<file path="config.mk">
export PLATFORM = sky130hd
export DESIGN_NAME = shell_argument_tokenizer_flat
export DESIGN_NICKNAME = d
export VERILOG_FILES = /design/src/sat_pkg.sv /design/src/sat_in_if.sv /design/src/sat_out_if.sv /design/src/shell_argument_tokenizer.sv /design/src/sat_front.sv /design/src/sat_queue.sv /design/src/sat_back.sv /design/src/flat_wrapper.sv
export SDC_FILE = /design/constraint.sdc
export NUM_CORES = 1
export LEC_CHECK = 0
export ABC_AREA = 1
export BUFFER_PORTS_ARGS = -buffer_cell sky130_fd_sc_hd__buf_2
export CAP_MARGIN = 10
export CORE_MARGIN = 5
export CORE_UTILIZATION = 46
export CTS_BUF_LIST = sky130_fd_sc_hd__clkbuf_8 sky130_fd_sc_hd__clkbuf_16
export DETAILED_ROUTE_END_ITERATION = 12
export HOLD_SLACK_MARGIN = 0.03
export SLEW_MARGIN = 20
export SYNTH_ARGS = -nofsm -noshare
export SYNTH_HDL_FRONTEND = slang
export SYNTH_HIERARCHICAL = 1
export SYNTH_SLANG_ARGS = --single-unit
</file>
<file path="constraint.sdc">
create_clock -name clk -period 3.1 [get_ports clk]
set_input_delay 0.465 -clock clk [delete_from_list [all_inputs] [get_ports clk]]
set_output_delay 0.465 -clock clk [all_outputs]
set_load 0.005 [all_outputs]
</file>
<file path="src/sat_pkg.sv">
package sat_pkg;

  localparam logic [7:0] CH_DQUOTE = 8'h22;
  localparam logic [7:0] CH_SQUOTE = 8'h27;
  localparam logic [7:0] CH_BSLASH = 8'h5C;
  localparam logic [7:0] CH_NUL    = 8'h00;
  localparam logic [7:0] CH_SPACE  = 8'h20;
  localparam logic [7:0] CH_TAB    = 8'h09;
  localparam logic [7:0] CH_CR     = 8'h0D;

  localparam logic [7:0] MAX_ARGS_RESET = 8'd64;
  localparam logic [7:0] COUNT_MAX      = 8'hFF;
  localparam int         QUEUE_DEPTH    = 4;

  // One classified item: the back end turns it into one result, or two when
  // a kept backslash has to go out ahead of the byte.
  typedef struct packed {
    logic       esc_first;
    logic [7:0] ch;
    logic       ch_valid;
    logic       begin_arg;
    logic       end_arg;
    logic [7:0] count;
  } cmd_t;

  typedef struct packed {
    logic full;
    logic empty;
  } q_stat_t;

endpackage

</file>
<file path="src/sat_in_if.sv">
interface sat_in_if;
  logic       valid;
  logic       ready;
  logic [7:0] char_in;
  logic       is_end;

  modport source(output valid, char_in, is_end, input ready);
  modport sink(input valid, char_in, is_end, output ready);
endinterface

</file>
<file path="src/sat_out_if.sv">
interface sat_out_if;
  logic       valid;
  logic       ready;
  logic [7:0] out_char;
  logic       char_valid;
  logic       arg_begin;
  logic       arg_end;
  logic [7:0] arg_count;
  logic       last;

  modport source(output valid, out_char, char_valid, arg_begin, arg_end, arg_count, last,
                 input ready);
  modport sink(input valid, out_char, char_valid, arg_begin, arg_end, arg_count, last,
               output ready);
endinterface

</file>
<file path="src/shell_argument_tokenizer.sv">
// Channel   Role    Payload                                               Accepted when
// in_ch     sink    char_in, is_end                                       valid && ready
// out_ch    source  out_char, char_valid, arg_begin, arg_end, arg_count,  valid && ready
//                   last
// cfg       write   cfg_wdata (max_args)                                  cfg_we
//
// One input item is taken per cycle while the command queue has room.
// An item that produces a result is written into the command queue and then loaded into the output register.
// An escaped byte inside double quotes that keeps its backslash goes out as two results, backslash first.
// Reset is synchronous and clears the lexer state, empties the queue and drops the output valid.
// A stalled output fills the queue, and the input then stalls until an entry drains.
module shell_argument_tokenizer #(
  parameter int QUEUE_DEPTH = sat_pkg::QUEUE_DEPTH
) (
  input  logic       clk,
  input  logic       rst,
  input  logic       cfg_we,
  input  logic [7:0] cfg_wdata,
  sat_in_if.sink     in_ch,
  sat_out_if.source  out_ch
);

  sat_pkg::cmd_t    wr_cmd;
  sat_pkg::cmd_t    head;
  sat_pkg::q_stat_t q_stat;
  logic             push;
  logic             pop;

  sat_front u_front (
    .clk       (clk),
    .rst       (rst),
    .cfg_we    (cfg_we),
    .cfg_wdata (cfg_wdata),
    .in_ch     (in_ch),
    .q_stat    (q_stat),
    .push      (push),
    .cmd       (wr_cmd)
  );

  sat_queue #(
    .DEPTH (QUEUE_DEPTH)
  ) u_queue (
    .clk    (clk),
    .rst    (rst),
    .push   (push),
    .wr_cmd (wr_cmd),
    .pop    (pop),
    .head   (head),
    .q_stat (q_stat)
  );

  sat_back u_back (
    .clk    (clk),
    .rst    (rst),
    .head   (head),
    .q_stat (q_stat),
    .pop    (pop),
    .out_ch (out_ch)
  );

endmodule

</file>
<file path="src/sat_front.sv">
module sat_front (
  input  logic             clk,
  input  logic             rst,
  input  logic             cfg_we,
  input  logic [7:0]       cfg_wdata,
  sat_in_if.sink           in_ch,
  input  sat_pkg::q_stat_t q_stat,
  output logic             push,
  output sat_pkg::cmd_t    cmd
);

  typedef enum logic [2:0] {
    M_BETWEEN = 3'd0,
    M_IN_ARG  = 3'd1,
    M_ESC     = 3'd2,
    M_QUOTE   = 3'd3,
    M_QESC    = 3'd4
  } mode_t;

  mode_t      mode, mode_next;
  logic       qdbl, qdbl_next;
  logic [7:0] args_done, args_done_next;
  logic [7:0] max_args;
  logic [7:0] done_inc;
  logic [7:0] c;
  logic       term, blank, is_quote, accept, emit, closed;

  assign c        = in_ch.char_in;
  assign term     = in_ch.is_end || (c == sat_pkg::CH_NUL);
  assign blank    = (c == sat_pkg::CH_SPACE) || (c >= sat_pkg::CH_TAB && c <= sat_pkg::CH_CR);
  assign is_quote = (c == sat_pkg::CH_DQUOTE) || (c == sat_pkg::CH_SQUOTE);
  assign done_inc = (args_done == sat_pkg::COUNT_MAX) ? args_done : args_done + 8'd1;
  assign in_ch.ready = !q_stat.full;
  assign accept   = in_ch.valid && in_ch.ready;
  assign push     = accept && emit;
  assign closed   = (mode != M_BETWEEN);

  always_comb begin
    mode_next      = mode;
    qdbl_next      = qdbl;
    args_done_next = args_done;
    emit           = 1'b0;
    cmd            = '0;
    cmd.count      = args_done;
    if (term) begin
      emit           = 1'b1;
      cmd.end_arg    = closed;
      cmd.count      = closed ? done_inc : args_done;
      mode_next      = M_BETWEEN;
      qdbl_next      = 1'b0;
      args_done_next = 8'd0;
    end else if (args_done < max_args) begin
      case (mode)
        M_IN_ARG: begin
          if (blank) begin
            emit           = 1'b1;
            cmd.end_arg    = 1'b1;
            cmd.count      = done_inc;
            args_done_next = done_inc;
            mode_next      = M_BETWEEN;
          end else if (is_quote) begin
            qdbl_next = (c == sat_pkg::CH_DQUOTE);
            mode_next = M_QUOTE;
          end else if (c == sat_pkg::CH_BSLASH) begin
            mode_next = M_ESC;
          end else begin
            emit         = 1'b1;
            cmd.ch       = c;
            cmd.ch_valid = 1'b1;
          end
        end
        M_ESC: begin
          emit         = 1'b1;
          cmd.ch       = c;
          cmd.ch_valid = 1'b1;
          mode_next    = M_IN_ARG;
        end
        M_QUOTE: begin
          if (c == (qdbl ? sat_pkg::CH_DQUOTE : sat_pkg::CH_SQUOTE)) begin
            mode_next = M_IN_ARG;
          end else if (qdbl && c == sat_pkg::CH_BSLASH) begin
            mode_next = M_QESC;
          end else begin
            emit         = 1'b1;
            cmd.ch       = c;
            cmd.ch_valid = 1'b1;
          end
        end
        M_QESC: begin
          emit          = 1'b1;
          cmd.ch        = c;
          cmd.ch_valid  = 1'b1;
          cmd.esc_first = (c != sat_pkg::CH_DQUOTE) && (c != sat_pkg::CH_BSLASH);
          mode_next     = M_QUOTE;
        end
        default: begin
          if (blank) begin
            mode_next = M_BETWEEN;
          end else if (is_quote) begin
            qdbl_next     = (c == sat_pkg::CH_DQUOTE);
            emit          = 1'b1;
            cmd.begin_arg = 1'b1;
            mode_next     = M_QUOTE;
          end else if (c == sat_pkg::CH_BSLASH) begin
            emit          = 1'b1;
            cmd.begin_arg = 1'b1;
            mode_next     = M_ESC;
          end else begin
            emit          = 1'b1;
            cmd.ch        = c;
            cmd.ch_valid  = 1'b1;
            cmd.begin_arg = 1'b1;
            mode_next     = M_IN_ARG;
          end
        end
      endcase
    end
  end

  always_ff @(posedge clk) begin
    if (rst) begin
      mode      <= M_BETWEEN;
      qdbl      <= 1'b0;
      args_done <= 8'd0;
      max_args  <= sat_pkg::MAX_ARGS_RESET;
    end else begin
      if (cfg_we) begin
        max_args <= cfg_wdata;
      end
      if (accept) begin
        mode      <= mode_next;
        qdbl      <= qdbl_next;
        args_done <= args_done_next;
      end
    end
  end

endmodule

</file>
<file path="src/sat_queue.sv">
module sat_queue #(
  parameter int DEPTH = sat_pkg::QUEUE_DEPTH
) (
  input  logic             clk,
  input  logic             rst,
  input  logic             push,
  input  sat_pkg::cmd_t    wr_cmd,
  input  logic             pop,
  output sat_pkg::cmd_t    head,
  output sat_pkg::q_stat_t q_stat
);

  localparam int PTR_W = (DEPTH > 1) ? $clog2(DEPTH) : 1;
  localparam int CNT_W = $clog2(DEPTH + 1);

  sat_pkg::cmd_t    mem [DEPTH];
  logic [PTR_W-1:0] wr_ptr, rd_ptr;
  logic [CNT_W-1:0] count;

  assign head         = mem[rd_ptr];
  assign q_stat.full  = (count == CNT_W'(DEPTH));
  assign q_stat.empty = (count == '0);

  always_ff @(posedge clk) begin
    if (push) begin
      mem[wr_ptr] <= wr_cmd;
    end
  end

  always_ff @(posedge clk) begin
    if (rst) begin
      wr_ptr <= '0;
      rd_ptr <= '0;
      count  <= '0;
    end else begin
      if (push) begin
        wr_ptr <= (wr_ptr == PTR_W'(DEPTH - 1)) ? '0 : wr_ptr + 1'b1;
      end
      if (pop) begin
        rd_ptr <= (rd_ptr == PTR_W'(DEPTH - 1)) ? '0 : rd_ptr + 1'b1;
      end
      if (push && !pop) begin
        count <= count + 1'b1;
      end else if (pop && !push) begin
        count <= count - 1'b1;
      end
    end
  end

endmodule

</file>
<file path="src/sat_back.sv">
module sat_back (
  input  logic             clk,
  input  logic             rst,
  input  sat_pkg::cmd_t    head,
  input  sat_pkg::q_stat_t q_stat,
  output logic             pop,
  sat_out_if.source        out_ch
);

  logic       ovalid;
  logic       phase;
  logic [7:0] o_char;
  logic       o_cvalid, o_begin, o_end, o_last;
  logic [7:0] o_count;
  logic       load, take, split;

  assign load  = !ovalid || out_ch.ready;
  assign take  = load && !q_stat.empty;
  assign split = head.esc_first && !phase;
  assign pop   = take && !split;

  assign out_ch.valid      = ovalid;
  assign out_ch.out_char   = o_char;
  assign out_ch.char_valid = o_cvalid;
  assign out_ch.arg_begin  = o_begin;
  assign out_ch.arg_end    = o_end;
  assign out_ch.arg_count  = o_count;
  assign out_ch.last       = o_last;

  always_ff @(posedge clk) begin
    if (rst) begin
      ovalid <= 1'b0;
      phase  <= 1'b0;
    end else if (take) begin
      ovalid <= 1'b1;
      phase  <= split;
    end else if (load) begin
      ovalid <= 1'b0;
    end
  end

  always_ff @(posedge clk) begin
    if (take) begin
      o_count <= head.count;
      if (split) begin
        o_char   <= sat_pkg::CH_BSLASH;
        o_cvalid <= 1'b1;
        o_begin  <= 1'b0;
        o_end    <= 1'b0;
        o_last   <= 1'b0;
      end else begin
        o_char   <= head.ch;
        o_cvalid <= head.ch_valid;
        o_begin  <= head.begin_arg;
        o_end    <= head.end_arg;
        o_last   <= 1'b1;
      end
    end
  end

`ifndef SYNTHESIS
  a_split_shown: assert property (@(posedge clk) disable iff (rst)
    phase |-> (ovalid && o_char == sat_pkg::CH_BSLASH && !o_last))
    else $error("kept backslash not on the output");

  a_no_byte_zero: assert property (@(posedge clk) disable iff (rst)
    (ovalid && !o_cvalid) |-> (o_char == sat_pkg::CH_NUL))
    else $error("byte field not zero without a byte");

  a_end_is_last: assert property (@(posedge clk) disable iff (rst)
    (ovalid && o_end) |-> (o_last && !o_cvalid && !o_begin))
    else $error("argument close on a wrong result");

  a_pop_nonempty: assert property (@(posedge clk) disable iff (rst)
    pop |-> !q_stat.empty)
    else $error("pop from an empty queue");
`endif

endmodule
</file>
<file path="src/flat_wrapper.sv">
// flat-port wrapper written by rule: the top's interface ports become plain ports
module shell_argument_tokenizer_flat 
#(
  parameter int QUEUE_DEPTH = sat_pkg::QUEUE_DEPTH
)
  (clk, rst, cfg_we, cfg_wdata, in_ch_valid, in_ch_char_in, in_ch_is_end, in_ch_ready, out_ch_valid, out_ch_out_char, out_ch_char_valid, out_ch_arg_begin, out_ch_arg_end, out_ch_arg_count, out_ch_last, out_ch_ready);
  sat_in_if in_ch_i ();
  sat_out_if out_ch_i ();
  input  logic clk;
  input  logic rst;
  input  logic cfg_we;
  input  logic [7:0] cfg_wdata;
  input wire logic [$bits(in_ch_i.valid)-1:0] in_ch_valid;
  input wire logic [$bits(in_ch_i.char_in)-1:0] in_ch_char_in;
  input wire logic [$bits(in_ch_i.is_end)-1:0] in_ch_is_end;
  output wire logic [$bits(in_ch_i.ready)-1:0] in_ch_ready;
  output wire logic [$bits(out_ch_i.valid)-1:0] out_ch_valid;
  output wire logic [$bits(out_ch_i.out_char)-1:0] out_ch_out_char;
  output wire logic [$bits(out_ch_i.char_valid)-1:0] out_ch_char_valid;
  output wire logic [$bits(out_ch_i.arg_begin)-1:0] out_ch_arg_begin;
  output wire logic [$bits(out_ch_i.arg_end)-1:0] out_ch_arg_end;
  output wire logic [$bits(out_ch_i.arg_count)-1:0] out_ch_arg_count;
  output wire logic [$bits(out_ch_i.last)-1:0] out_ch_last;
  input wire logic [$bits(out_ch_i.ready)-1:0] out_ch_ready;
  assign in_ch_i.valid = in_ch_valid;
  assign in_ch_i.char_in = in_ch_char_in;
  assign in_ch_i.is_end = in_ch_is_end;
  assign in_ch_ready = in_ch_i.ready;
  assign out_ch_valid = out_ch_i.valid;
  assign out_ch_out_char = out_ch_i.out_char;
  assign out_ch_char_valid = out_ch_i.char_valid;
  assign out_ch_arg_begin = out_ch_i.arg_begin;
  assign out_ch_arg_end = out_ch_i.arg_end;
  assign out_ch_arg_count = out_ch_i.arg_count;
  assign out_ch_last = out_ch_i.last;
  assign out_ch_i.ready = out_ch_ready;
  shell_argument_tokenizer #(.QUEUE_DEPTH(QUEUE_DEPTH)) u_core (.clk(clk), .rst(rst), .cfg_we(cfg_we), .cfg_wdata(cfg_wdata), .in_ch(in_ch_i), .out_ch(out_ch_i));
endmodule
</file>
==> summary.txt <==
Outcome
  – Status: finished clean

STA
  – Highest clock rate: 372 MHz
  – Final Cycle Share: 86.6%
  – Final setup fails: 0
  – Setup TNS: 0 ns
  – RSZ-0062 raised after global routing: no
  – Worst Tran Pin Value: 0.818 ns
  – Fin crit period: 2.69 ns
  – Slew headroom: 45.4%
  – Worst Clk Skew: 0.00855 ns
  – Hold slack: 0.263 ns
  – Slew Viols, Final: 0
  – Hold Fails Final Rpt: 0
  – Final worst slack: 0.414 ns

GRT
  – Initial antenna violation count: 0
  – First-pass GRT wire length: 21500 µm
  – Total track usage: 17.3%
  – Largest net degree at the start of global routing: 39
  – Aggregate global routing overflow: 0
  – Vias in the first global route: 4357

Final layout
  – Fillers: 1194
  – Nets: 737
  – Non-filler cells, final: 886
  – Layout area overhead: 16.1%
  – Number of diodes: 0
  – Finished Core Util: 54.0%
  – Layout cell share with drive strength beyond 1: 14.6%

Floorplan
  – DIE WIDTH: 125 µm
  – IO Count: 44
  – Core Region: 13100 µm²
  – Initial Util: 46.5%
  – Die Y: 125 µm
  – DIE AREA: 15700 µm²
  – Cell Rows: 42

Critical path
  – Critical path type: flip-flop to flip-flop
  – Worst EP required: 3.45 ns
  – WP data arrival: 3.04 ns
  – CP max FO: 4
  – Startpoint types: flip-flop
  – CP endpoint kind: flip-flop

Placement
  – Cells after DPL: 857
  – Worst slack, placed: 0.406 ns
  – IO buf count: 43
  – GPL Wtd Cong: 0.882
  – DP HPWL: 8770 µm

Route
  – DR WL met2: 6190 µm
  – Top sig layer: met4
  – ANT nets after route: 0
  – Metal3 WL: 657 µm
  – Avg WL per Cell: 14.5 µm
  – Avg Vias per Cell: 5.04
  – M1 wire length: 5870 µm
  – Routed wire length: 12800 µm
  – DR iter-0 viols: 366
  – Pre-antenna DRT Iters: 4
  – Via Count: 4464
  – DRC Markers: 0

Yosys
  – Synthesized cell area: 6110 µm²
  – Mapped Nets: 681
  – Area contributors post-synth: edfxtp_1 49%, dfxtp_1 10%, nand2_1 6.7%, nor2_1 6.2%, inv_1 4.6%
  – Top-count cell post-synth: nand2_1
  – Main synth FF type: edfxtp_1
  – Number of flops mapped to enable cells by yosys: 100
  – Seq/Total Area, Yosys: 59.3%
  – Async SR Flop Fraction: 0%
  – FF+latch count, synth: 131
  – Synth cell count leaders: 109 x nand2_1, 101 x nor2_1, 100 x edfxtp_1
  – Yosys top cell area share: 49.1%
  – Warnings from Yosys: 6
  – Cell variety after synth: 34
  – Area leader, netlist: edfxtp_1
  – Syn_area_per_cell: 9.49 µm²
  – Number of cells produced by synthesis: 644

Clocking
  – Worst skew pair latency: 0.41 ns
  – CTS tree: yes
  – CTS root buf: clkbuf_16
  – Postcts setup bufs: 0
  – Resized Gates After CTS: 0
  – TritonCTS Buffers: 17
  – Clk sink count: 131
  – Worst-path clk slew: 0.06 ns
  – CTS Buffer Depth: 2
  – Number of hold buffers added after cts: 0
  – H-Tree Depth: 4

Pwr
  – Cell leakage power: 3.01 nW
  – Maximum VDD drop: 0.428 mV
  – Cell Pwr Density: 845 nW/µm²

Flow run
  – Max-Cap Viols: 0

Hold path
  – Worst hold path class: input pin to flip-flop
[cells in the final DEF (no fill, tap or decap), types with 2 or more instances in the layout]
master,count
buf_2,43
nor3_1,9
nand2_2,4
dfxtp_1,31
bufinv_16,3
nand2_1,109
edfxtp_1,100
a21o_1,3
o211ai_1,2
nor2_2,2
or2_1,4
nor2_1,101
nand3_1,25
buf_4,12
clkbuf_16,17
clkinv_1,2
nor2_4,3
o22ai_1,20
nand2_4,2
xor2_1,4
inv_2,6
nor3_2,3
inv_1,80
o21ai_1,42
ha_1,14
a21oi_1,27
nand3_2,2
nand4_1,5
o21ai_0,27
[worst max-delay path, stage by stage, from the launching register on]
cell     delay [ns]
dfxtp_1        0.34
ha_1           0.32
a21o_1         0.20
a21o_1         0.16
a21oi_2        0.20
nand3_1        0.12
a21oi_1        0.20
ha_1           0.20
inv_1          0.07
fa_1           0.43
nand2_1        0.11
nand3_1        0.09
nand2_1        0.06
inv_1          0.03
nor2_1         0.09
[cell type report]
type                            count  area [µm²]  area share, %
Sequential cell                   131        3620           51.0
Multi-Input combinational cell    414        2090           29.5
Clock buffer                       17         425           5.99
Timing Repair Buffer               55         305           4.30
Inverter                           81         304           4.28
Tap cell                          176         220           3.10
Clock inverter                     12         129           1.82
[routing by layer]
layer | GRT usage (%) | up-vias
met2 | 28.1 | 111
met4 | 6.19 | 0
met3 | 4.73 | 10
met5 | 0 | -
li1 | - | 2287
met1 | 22.5 | 2056
[registers in the layout, indices dropped and copies added (netlist names), named ones only]
register	flops
u_core/u_back/out_ch.char_valid	1
u_core/u_queue/wr_ptr	2
u_core/u_back/out_ch.arg_count	8
u_core/u_front/max_args	8
u_core/u_front/args_done	8
u_core/u_back/out_ch.out_char	8
u_core/u_back/out_ch.valid	1
u_core/u_front/mode	3
u_core/u_back/out_ch.arg_begin	1
u_core/u_queue/mem	80
u_core/u_back/phase	1
u_core/u_front/qdbl	1
u_core/u_back/out_ch.last	1
u_core/u_queue/rd_ptr	2
u_core/u_back/out_ch.arg_end	1
u_core/u_queue/count	3
[per-stage QoR]
step                area [µm²]  power (mW)
global placement          6540        4.13
CTS                       7100        6.07
global route              7100        6.39
finish                    7100        6.00
detailed placement        6540        4.16
floorplan                 6110        3.64
[report_power, final]
part           internal [mW]  switching [mW]  total, mW
clock network           1.22           0.671       1.90
logic                  0.563            1.06       1.62
registers               2.36           0.116       2.48
total                   4.15            1.85       6.00
[worst paths after layout]
| kind | startpoint | to | slack (ns) | depth (start not counted) |
|---|---|---|---|---|
| worst min register to register | u_core/u_front/max_args[4]$_SDFFE_PP0P_ | u_core/u_front/max_args[4]$_SDFFE_PP0P_ | 0.46 | 2 |
| worst min-delay path | cfg_wdata[6] | u_core/u_front/max_args[6]$_SDFFE_PP1P_ | 0.26 | 3 |
| worst max-delay path | u_core/u_front/args_done[5]$_SDFFE_PP0P_ | u_core/u_queue/count[2]$_SDFFE_PP0P_ | 0.41 | 14 |
| worst max register to register | u_core/u_front/args_done[5]$_SDFFE_PP0P_ | u_core/u_queue/count[2]$_SDFFE_PP0P_ | 0.41 | 14 |
[logic make-up after synthesis]
kind of cell / count (synthesis) / synth area share, %
AND/OR/NAND/NOR: 270 / 19.1
XOR/XNOR: 4 / 0.573
AO/OA/AOI/OAI: 125 / 11.4
buffers and inverters: 99 / 6.51
adder cells (fa/ha/maj): 15 / 3.19
flip-flops: 131 / 59.3
Note: power is estimated with default switching activity, not from simulation.
